**src/rtl/core/jwli_pkg.sv**
```systemverilog
package jwli_pkg;

  localparam int POS_W           = 12;
  localparam int IDX_W           = 6;
  localparam int NUM_JOINTS      = 4;
  localparam int SAMPLES_DEFAULT = 32;

  localparam int IN_TDATA_W  = ((NUM_JOINTS * POS_W + 7) / 8) * 8;
  localparam int OUT_FIELD_W = NUM_JOINTS * POS_W + IDX_W;
  localparam int OUT_TDATA_W = ((OUT_FIELD_W + 7) / 8) * 8;

  typedef logic [NUM_JOINTS-1:0][POS_W-1:0] pos_arr_t;

  typedef struct packed {
    logic             valid;
    logic [IDX_W-1:0] idx;
    logic             last;
  } issue_t;

endpackage

```
**src/rtl/core/jwli_lane.sv**
```systemverilog
module jwli_lane #(
  parameter int SAMPLES_PER_SEGMENT = jwli_pkg::SAMPLES_DEFAULT
) (
  input  logic                       clk,
  input  logic                       en,
  input  logic [jwli_pkg::POS_W-1:0] a,
  input  logic [jwli_pkg::POS_W-1:0] b,
  input  logic [jwli_pkg::IDX_W-1:0] idx,
  output logic [jwli_pkg::POS_W-1:0] q
);

  localparam int DEN    = SAMPLES_PER_SEGMENT - 1;
  localparam int WPROD  = jwli_pkg::POS_W + jwli_pkg::IDX_W;
  localparam int NUM_W  = jwli_pkg::POS_W + $clog2(SAMPLES_PER_SEGMENT);
  localparam int SHIFT  = NUM_W;
  localparam int MUL_W  = SHIFT + 1;
  localparam int PROD_W = NUM_W + MUL_W;
  localparam logic [MUL_W-1:0] RECIP = MUL_W'((2 ** SHIFT) / DEN);
  localparam logic [jwli_pkg::IDX_W-1:0] DEN_IDX = jwli_pkg::IDX_W'(DEN);

  logic [jwli_pkg::IDX_W-1:0] wa;
  logic [WPROD-1:0]           pa;
  logic [WPROD-1:0]           pb;
  logic [NUM_W-1:0]           num1_nxt;
  logic [NUM_W-1:0]           num1_r;
  logic [NUM_W-1:0]           num2_r;
  logic [PROD_W-1:0]          prod_nxt;
  logic [PROD_W-1:0]          prod_r;
  logic [jwli_pkg::POS_W-1:0] q_est;
  logic [NUM_W-1:0]           qd;
  logic [NUM_W-1:0]           rem;
  logic                       fix;

  // The weighted sum a*(S-1-j) + b*j is formed first, then divided by S-1
  // through a reciprocal multiply that may come out one low.
  assign wa       = DEN_IDX - idx;
  assign pa       = WPROD'(a) * WPROD'(wa);
  assign pb       = WPROD'(b) * WPROD'(idx);
  assign num1_nxt = NUM_W'(pa + pb);
  assign prod_nxt = PROD_W'(num1_r) * PROD_W'(RECIP);

  always_ff @(posedge clk) begin
    if (en) begin
      num1_r <= num1_nxt;
      num2_r <= num1_r;
      prod_r <= prod_nxt;
    end
  end

  assign q_est = prod_r[SHIFT +: jwli_pkg::POS_W];
  assign qd    = NUM_W'(NUM_W'(q_est) * NUM_W'(DEN));
  assign rem   = num2_r - qd;
  assign fix   = rem >= NUM_W'(DEN);
  assign q     = q_est + jwli_pkg::POS_W'(fix);

endmodule

```
**src/rtl/core/jwli_seq.sv**
```systemverilog
module jwli_seq #(
  parameter int SAMPLES_PER_SEGMENT = jwli_pkg::SAMPLES_DEFAULT
) (
  input  logic               clk,
  input  logic               rst_n,
  input  logic               in_tvalid,
  output logic               in_tready,
  input  logic               in_tuser,
  input  jwli_pkg::pos_arr_t in_pos,
  input  logic               adv,
  output jwli_pkg::issue_t   issue,
  output jwli_pkg::pos_arr_t seg_a,
  output jwli_pkg::pos_arr_t seg_b
);

  localparam logic [jwli_pkg::IDX_W-1:0] LAST_IDX =
    jwli_pkg::IDX_W'(SAMPLES_PER_SEGMENT - 1);

  logic                       busy_r;
  logic                       busy_nxt;
  logic                       have_prev_r;
  logic                       have_prev_nxt;
  logic [jwli_pkg::IDX_W-1:0] j_r;
  logic [jwli_pkg::IDX_W-1:0] j_nxt;
  jwli_pkg::pos_arr_t         seg_a_r;
  jwli_pkg::pos_arr_t         seg_b_r;
  logic                       fire;
  logic                       last_fire;
  logic                       acc;
  logic                       seg_start;

  assign fire      = busy_r && adv;
  assign last_fire = fire && (j_r == LAST_IDX);
  assign in_tready = !busy_r || last_fire;
  assign acc       = in_tvalid && in_tready;
  assign seg_start = acc && !in_tuser && have_prev_r;

  always_comb begin
    busy_nxt      = busy_r;
    j_nxt         = j_r;
    have_prev_nxt = have_prev_r || acc;
    if (fire) begin
      j_nxt = (j_r == LAST_IDX) ? '0 : j_r + 1'b1;
    end
    if (last_fire) begin
      busy_nxt = 1'b0;
    end
    if (seg_start) begin
      busy_nxt = 1'b1;
      j_nxt    = '0;
    end
  end

  always_ff @(posedge clk) begin
    if (!rst_n) begin
      busy_r      <= 1'b0;
      have_prev_r <= 1'b0;
      j_r         <= '0;
    end else begin
      busy_r      <= busy_nxt;
      have_prev_r <= have_prev_nxt;
      j_r         <= j_nxt;
    end
  end

  always_ff @(posedge clk) begin
    if (acc) begin
      seg_b_r <= in_pos;
    end
    if (seg_start) begin
      seg_a_r <= seg_b_r;
    end
  end

  assign issue.valid = fire;
  assign issue.idx   = j_r;
  assign issue.last  = j_r == LAST_IDX;
  assign seg_a       = seg_a_r;
  assign seg_b       = seg_b_r;

endmodule

```
**src/rtl/core/jwli_merge.sv**
```systemverilog
module jwli_merge (
  input  logic                                clk,
  input  logic                                rst_n,
  input  jwli_pkg::issue_t                    issue,
  input  jwli_pkg::pos_arr_t                  lane_q,
  output logic                                adv,
  output logic                                out_tvalid,
  input  logic                                out_tready,
  output logic [jwli_pkg::OUT_TDATA_W-1:0]    out_tdata,
  output logic                                out_tlast
);

  localparam int PAD_W = jwli_pkg::OUT_TDATA_W - jwli_pkg::OUT_FIELD_W;

  jwli_pkg::issue_t           s1_r;
  jwli_pkg::issue_t           s2_r;
  logic                       out_valid_r;
  jwli_pkg::pos_arr_t         out_pos_r;
  logic [jwli_pkg::IDX_W-1:0] out_idx_r;
  logic                       out_last_r;

  // Every stage moves together whenever the output register is free or drained.
  assign adv = !out_valid_r || out_tready;

  always_ff @(posedge clk) begin
    if (!rst_n) begin
      s1_r        <= '0;
      s2_r        <= '0;
      out_valid_r <= 1'b0;
    end else if (adv) begin
      s1_r        <= issue;
      s2_r        <= s1_r;
      out_valid_r <= s2_r.valid;
    end
  end

  always_ff @(posedge clk) begin
    if (adv) begin
      out_pos_r  <= lane_q;
      out_idx_r  <= s2_r.idx;
      out_last_r <= s2_r.last;
    end
  end

  assign out_tvalid = out_valid_r;
  assign out_tdata  = {{PAD_W{1'b0}}, out_idx_r, out_pos_r};
  assign out_tlast  = out_last_r;

endmodule

```
**src/rtl/core/joint_waypoint_linear_interpolator_core.sv**
```systemverilog
// Linear waypoint interpolator for four joints. The first waypoint after reset,
// and any waypoint with in_tuser set, is stored and yields no result; each other
// waypoint yields SAMPLES_PER_SEGMENT results stepping from the stored waypoint
// to the new one, both ends included, each position being
// floor((a*(S-1-j) + b*j) / (S-1)). One result leaves per cycle while the
// output is not stalled by out_tready; a waypoint that opens a segment holds
// the input until its final sample issues, and the next waypoint is taken in
// the cycle of that final sample. A store-only waypoint does not hold the input.
// The first result passes the two lane stages and then the output register.
module joint_waypoint_linear_interpolator_core #(
  parameter int SAMPLES_PER_SEGMENT = jwli_pkg::SAMPLES_DEFAULT
) (
  input  logic                             clk,
  input  logic                             rst_n,
  input  logic                             in_tvalid,
  output logic                             in_tready,
  // joint0_target, joint1_target, joint2_target, gripper_target
  input  logic [jwli_pkg::IN_TDATA_W-1:0]  in_tdata,
  // new_path
  input  logic                             in_tuser,
  output logic                             out_tvalid,
  input  logic                             out_tready,
  // joint0_pos, joint1_pos, joint2_pos, gripper_pos, sample_index, zero pad
  output logic [jwli_pkg::OUT_TDATA_W-1:0] out_tdata,
  output logic                             out_tlast
);

  jwli_pkg::pos_arr_t in_pos;
  jwli_pkg::pos_arr_t seg_a;
  jwli_pkg::pos_arr_t seg_b;
  jwli_pkg::pos_arr_t lane_q;
  jwli_pkg::issue_t   issue;
  logic               adv;

  assign in_pos = jwli_pkg::pos_arr_t'(in_tdata[jwli_pkg::NUM_JOINTS*jwli_pkg::POS_W-1:0]);

  jwli_seq #(
    .SAMPLES_PER_SEGMENT(SAMPLES_PER_SEGMENT)
  ) u_seq (
    .clk       (clk),
    .rst_n     (rst_n),
    .in_tvalid (in_tvalid),
    .in_tready (in_tready),
    .in_tuser  (in_tuser),
    .in_pos    (in_pos),
    .adv       (adv),
    .issue     (issue),
    .seg_a     (seg_a),
    .seg_b     (seg_b)
  );

  for (genvar k = 0; k < jwli_pkg::NUM_JOINTS; k++) begin : g_lane
    jwli_lane #(
      .SAMPLES_PER_SEGMENT(SAMPLES_PER_SEGMENT)
    ) u_lane (
      .clk (clk),
      .en  (adv),
      .a   (seg_a[k]),
      .b   (seg_b[k]),
      .idx (issue.idx),
      .q   (lane_q[k])
    );
  end

  jwli_merge u_merge (
    .clk        (clk),
    .rst_n      (rst_n),
    .issue      (issue),
    .lane_q     (lane_q),
    .adv        (adv),
    .out_tvalid (out_tvalid),
    .out_tready (out_tready),
    .out_tdata  (out_tdata),
    .out_tlast  (out_tlast)
  );

endmodule

```
**config.mk**
```make
export PLATFORM = sky130hd
export DESIGN_NAME = joint_waypoint_linear_interpolator_core
export DESIGN_NICKNAME = d
export VERILOG_FILES = /design/src/rtl/core/jwli_pkg.sv /design/src/rtl/core/jwli_lane.sv /design/src/rtl/core/jwli_seq.sv /design/src/rtl/core/jwli_merge.sv /design/src/rtl/core/joint_waypoint_linear_interpolator_core.sv
export SDC_FILE = /design/constraint.sdc
export NUM_CORES = 2
export LEC_CHECK = 0
export BUFFER_PORTS_ARGS = -buffer_cell sky130_fd_sc_hd__buf_2
export CAP_MARGIN = 20
export CORE_UTILIZATION = 45
export CTS_CLUSTER_SIZE = 14
export DETAILED_ROUTE_END_ITERATION = 8
export PLACE_DENSITY = 0.67
export SLEW_MARGIN = 20
export SYNTH_ARGS = -nofsm -noshare
export SYNTH_HDL_FRONTEND = slang
export SYNTH_SLANG_ARGS = --single-unit
```
**constraint.sdc**
```tcl
create_clock -name clk -period 12.3 [get_ports clk]
set_input_delay 1.845 -clock clk [delete_from_list [all_inputs] [get_ports clk]]
set_output_delay 1.845 -clock clk [all_outputs]
set_load 0.01 [all_outputs]
```
* Yosys cells after proc, flatten, opt, wreduce, memory -nomap -nowiden
Cells that the tools add are included.
** Cells by class
- Reduce and logical (&&, ||, !) cells :: 13
- Mux-type cells :: 3
- $mul :: 16
- Bitwise gates (word level) :: 1
- Eq/ne operators :: 1
- Magnitude comparators :: 4
- Add/sub/neg operators :: 14
** Operators by type and width (number)
- $mul A12 B6 Y17 :: 8
- $mul A17 B11 Y27 const B :: 4
- $add A17 B17 Y17 :: 4
- $ge A17 B5 Y1 const B :: 4
- $mul A12 B5 Y17 const B :: 4
- $sub A17 B17 Y17 :: 4
- $add A12 B1 Y12 :: 4
- $add A6 B1 Y6 const B :: 1
- $eq A6 B5 Y1 const B :: 1
- $mux W6 :: 1
- $sub A5 B6 Y6 const A :: 1
- $logic_and A1 B1 Y1 :: 5
- $logic_not A1 Y1 :: 3
- $logic_or A1 B1 Y1 :: 3
- $mux W1 :: 2
- $reduce_bool A2 Y1 :: 1
- $reduce_or A2 Y1 :: 1
- $not A1 Y1 :: 1
** Word-level totals
- Register bits :: 420
- Input port bits :: 53
- Logic and storage cells :: 88
- Output and inout port bits :: 59

* Longest topological paths before layout
- Depth in word-level cells :: 9
- Mapped depth :: 21

* Cells and area by module
From an unflattened synthesis, not the netlist that was laid out.
** Second synthesis, totals
- Cell total of the unflattened synthesis :: 4080
- Area total of the unflattened synthesis :: 43753.2 um^2
** By module, submodules not included
- jwli_lane (g_lane[0].u_lane) :: area an instance 9574.2 um^2, cells an instance 963, instances 1
- jwli_lane (g_lane[1].u_lane) :: area an instance 9527.9 um^2, cells an instance 960, instances 1
- jwli_lane (g_lane[3].u_lane) :: area an instance 9492.9 um^2, cells an instance 950, instances 1
- jwli_lane (g_lane[2].u_lane) :: area an instance 9460.3 um^2, cells an instance 938, instances 1
- jwli_seq :: area an instance 3357.0 um^2, cells an instance 146, instances 1
- jwli_merge :: area an instance 2341.0 um^2, cells an instance 123, instances 1

* Worst setup path after synthesis
No wires, ideal clock.
- Path kind :: input to register
- Start :: input out_tready
- End :: register g_lane[0].u_lane.num1_r[0], enable pin
- Setup time :: 0.696 ns
- Required time :: 11.604 ns
- Arrival time :: 8.813 ns
- Stages on the path :: 4
- Path slack :: 2.791 ns
- Cell sequence :: nor2b_1 clkbuf_1 clkinv_1 buf_1
** Between the ends
- Cells in the longest elaborated chain, start to end :: 1
** RTL lines
- start, declared :: RTL line joint_waypoint_linear_interpolator_core.sv:22 : input logic out_tready,
- $logic_or A1 B1 Y1 :: RTL line jwli_merge.sv:23 : assign adv = !out_valid_r || out_tready;
- end signal, assigned :: RTL line jwli_lane.sv:44 : num1_r <= num1_nxt;
- end, declared :: RTL line jwli_lane.sv:25 : logic [NUM_W-1:0] num1_r;
Every way passes these cells.
A chain may end at the register's enable or synchronous reset.

* Worst setup path after layout
- Start :: register u_seq.j_r[1] (netlist name)
- End :: register g_lane[0].u_lane.num1_r[16], data pin
** Between the ends
- Cells in the longest elaborated chain, start to end :: 3
- Elaborated cells on any way between the ends :: 4
- Classes of those cells :: add/sub (2); mul (2)
** RTL lines
- start, declared :: RTL line jwli_seq.sv:23 : logic [jwli_pkg::IDX_W-1:0] j_r;
- start signal, assigned :: RTL line jwli_seq.sv:62 : j_r <= j_nxt;
- $sub A5 B6 Y6 :: RTL line jwli_lane.sv:36 : assign wa = DEN_IDX - idx;
- $mul A12 B6 Y17 :: RTL line jwli_lane.sv:37 : assign pa = WPROD'(a) * WPROD'(wa);
- $add A17 B17 Y17 (*) :: RTL line jwli_lane.sv:39 : assign num1_nxt = NUM_W'(pa + pb);
- net g_lane[0].u_lane.num1_nxt[16] :: RTL line jwli_lane.sv:24 : logic [NUM_W-1:0] num1_nxt;
The timed path passes the listed nets; every way through them passes the cells marked *.

==> run_results.csv <==
group,metric,value,unit
grt,grt-ovfl-total,0,
worst_setup_path,startpoint,"u_seq.j_r[1]$_SDFFE_PP0P_",
timing,holdWs,433,ps
clock_tree,clk_latency,640,ps
layout,final_common_cell,"inv_1",
timing,hold_viol_final,0,
synthesis,syn_area_per_cell,10.7,sq um
timing,finalMaxSlewViolations,0,
clock_tree,h-tree-depth,2,
synthesis,synthCells,4038,
routing,vias,26900,
grt,grt_pass1_wl,138000,um
worst_setup_path,cp.arrival,6780,ps
worst_setup_path,end_kind,"flop",
synthesis,synth_seq_cells,360,
clock_tree,ctsHoldBuffers,0,
synthesis,yosys_most_used_dff,"edfxtp_1",
synthesis,async_flop_share,0,%
placed_design,numPortBuffers,109,
floorplanning,dieWidth,312,um
timing,final.period_utilization,52.0,%
routing,antenna_left,0,
clock_tree,clock_sinks,360,
synthesis,yosys_warnings,0,
floorplanning,rows,113,
placed_design,place.gp.congestion,0.839,
routing,dr.pass1.iters,5,
hold_path,min_path_type,"reg2reg",
worst_setup_path,startpoint_type,"flop",
layout,syn_to_final_growth,8.36,%
clock_tree,post_cts_resized,0,
layout,n_fill_cell,8633,
timing,clock_skew,51.2,ps
floorplanning,dieArea,0.0972,sq mm
worst_setup_path,worstPathRequired,12680,ps
timing,setup-tns-final,0,ps
worst_setup_path,worst_path_max_delay_cell,"dfxtp_2",
routing,drc,0,
clock_tree,cts_tree,"built",
routing,post_drt_wl_per_cell,14.9,um
routing,drt-total-wl,80900,um
worst_setup_path,regToRegStartpoint,"u_seq.j_r[1]$_SDFFE_PP0P_",
clock_tree,postCtsSetupBuffers,0,
clock_tree,cts_buffer_depth,3,
run,cap_violations,0,
routing,drt_first_iter_violations,1156,
grt,antenna_found_initial,3,
routing,detail_route.vias_per_cell,4.94,
synthesis,synthDistinctLibCells,69,
grt,grt_pass1_vias,28100,
timing,fmaxAchievable,156,MHz
clock_tree,cts-root-buf,"clkbuf_16",
layout,nets,5389,
worst_setup_path,crit_top_cell,"fa_1",
grt,grt_max_degree,79,
synthesis,netlist_area,0.0432,sq mm
worst_setup_path,crit_type,"reg2reg",
floorplanning,start_util,45.4,%
clock_tree,cts_buffers,47,
timing,post-route-min-period,6400,ps
floorplanning,die_y,312,um
grt,grt_use_total,17.3,%
timing,relSlewSlack,34.6,%
placed_design,dp.cells,5355,
hold_path,worstHoldStart,"u_merge.s2_r[5]$_SDFFE_PN0N_",
synthesis,synth_edf_count,335,
layout,drive_gt1_share,5.56,%
worst_setup_path,cp_max_fo,53,
layout,final_cell_mix,"inv_1, fa_1, ha_1",
layout,final_core_util,49.2,%
worst_setup_path,path_cells,"buf_4, nand2_1, fa_1, fa_1, inv_1, fa_1, inv_1, fa_1, inv_1, fa_1, ha_1, a21oi_1, o21ai_0, a31o_2, a311o_1, a31o_2, a21o_1, xnor2_1",
placed_design,hpwl,64000,um
run_status,status,"finished, final reports clean",
layout,fin_cells,5442,
clock_tree,clkSlewWorstSetupHoldPaths,60,ps
timing,finalSetupViolCount,0,
floorplanning,pin_count,112,
timing,rsz0062_at_grt,"false",
floorplanning,coreArea,0.0950,sq mm
timing,tightest_slew,980,ps
worst_setup_path,slowest_delay,970,ps
synthesis,synth-seq-area-share,24.5,%
-- metal layers --
layer	GRT usage, %	vias up	wire [um]
li1	-	13100	-
met1	24.0	13300	38200
met2	28.4	349	38000
met3	2.93	86	3330
met4	3.40	4	1280
met5	0	-	22
-- layout make-up --
type                       count  area (sq um)  area share, %
antenna                        1          2.50        0.00535
clock buffer                  60          1280           2.73
clock inverter                26           354          0.757
inverter                     852          3210           6.85
multi-input combinational   2757         29200           62.3
sequential                   360         10600           22.6
tap                         1265          1580           3.38
timing repair buffer         121           636           1.36
-- critical path, delay by kind of cell, from the launching register on --
family                     cells  cell delay [ps]
AOI/OAI and AO/OA              6             1390
adders and majority gates      6             2770
xor gates and xnor gates       1              110
and+or+nand+nor                1              150
DFF                            1              970
buffers and inverters          4              740
-- worst paths after layout --
kind / end / slack [ps] / depth (start not counted)
hold reg to reg: u_merge.out_idx_r[4]$_DFFE_PN_ / 430 / 0
hold / removal: u_merge.out_idx_r[4]$_DFFE_PN_ / 430 / 0
setup / recovery: g_lane[0].u_lane.num1_r[16]$_DFFE_PN_ / 5900 / 18
setup reg to reg: g_lane[0].u_lane.num1_r[16]$_DFFE_PN_ / 5900 / 18
-- flip-flops by register name, indices dropped and copies added, names as in the netlist --
name                  cells
g_lane.u_lane.num1_r     68
g_lane.u_lane.num2_r     68
g_lane.u_lane.prod_r     48
u_merge.out_idx_r         6
u_merge.out_tdata        48
u_merge.out_tlast         1
u_merge.out_tvalid        1
u_merge.s1_r              8
u_merge.s2_r              8
u_seq.busy_r              1
u_seq.have_prev_r         1
u_seq.j_r                 6
u_seq.seg_a              48
u_seq.seg_b              48
-- through the flow --
| stage | worst slack (ps) | instance area (sq um) |
|---|---|---|
| after CTS | 5880 | 46800 |
| after detailed placement | 5900 | 45200 |
| final | 5900 | 46800 |
| after floorplan | 2790 | 43200 |
| after global placement | 5910 | 45200 |
| after global routing | 5500 | 46800 |
-- cells in the mapped netlist (all sizes together), types with 9 or more instances --
library cell,count,area (sq um)
buf,11,48.8
inv,851,3190
a21o,34,255
nand2,257,965
a211oi,31,233
nor3,34,170
o21ai,43,215
or3,9,56.3
nand4,17,106
a21oi,96,480
xnor2,144,1260
nor2b,76,475
clkbuf,63,238
xor2,53,464
nand3,35,175
a21boi,23,173
a2111oi,11,96.3
edfxtp,335,10100
or2,12,75.1
ha,589,7370
dfxtp,25,500
o211ai,14,105
o21a,28,210
nor2,90,338
o21bai,19,143
and3,28,175
and2,182,1140
o31ai,17,128
mux2i,13,130
nand2b,193,1210
fa,608,12200
-- cell families (layout without fill, tap and decap cells) --
family	after synthesis	count (layout)	share of synthesized area (%)
AOI/OAI and AO/OA	377	377	5.94
muxes	21	21	0.510
and+or+nand+nor	959	959	11.8
other	1	7	0.00868
DFF	360	360	24.5
adders and majority gates	1197	1197	45.3
buffers and inverters	926	1059	8.07
xor gates and xnor gates	197	197	4.00
Power is left out: the tool's default activity adds up to more than one toggle a clock period on the data nets, which glitch-free logic cannot reach.
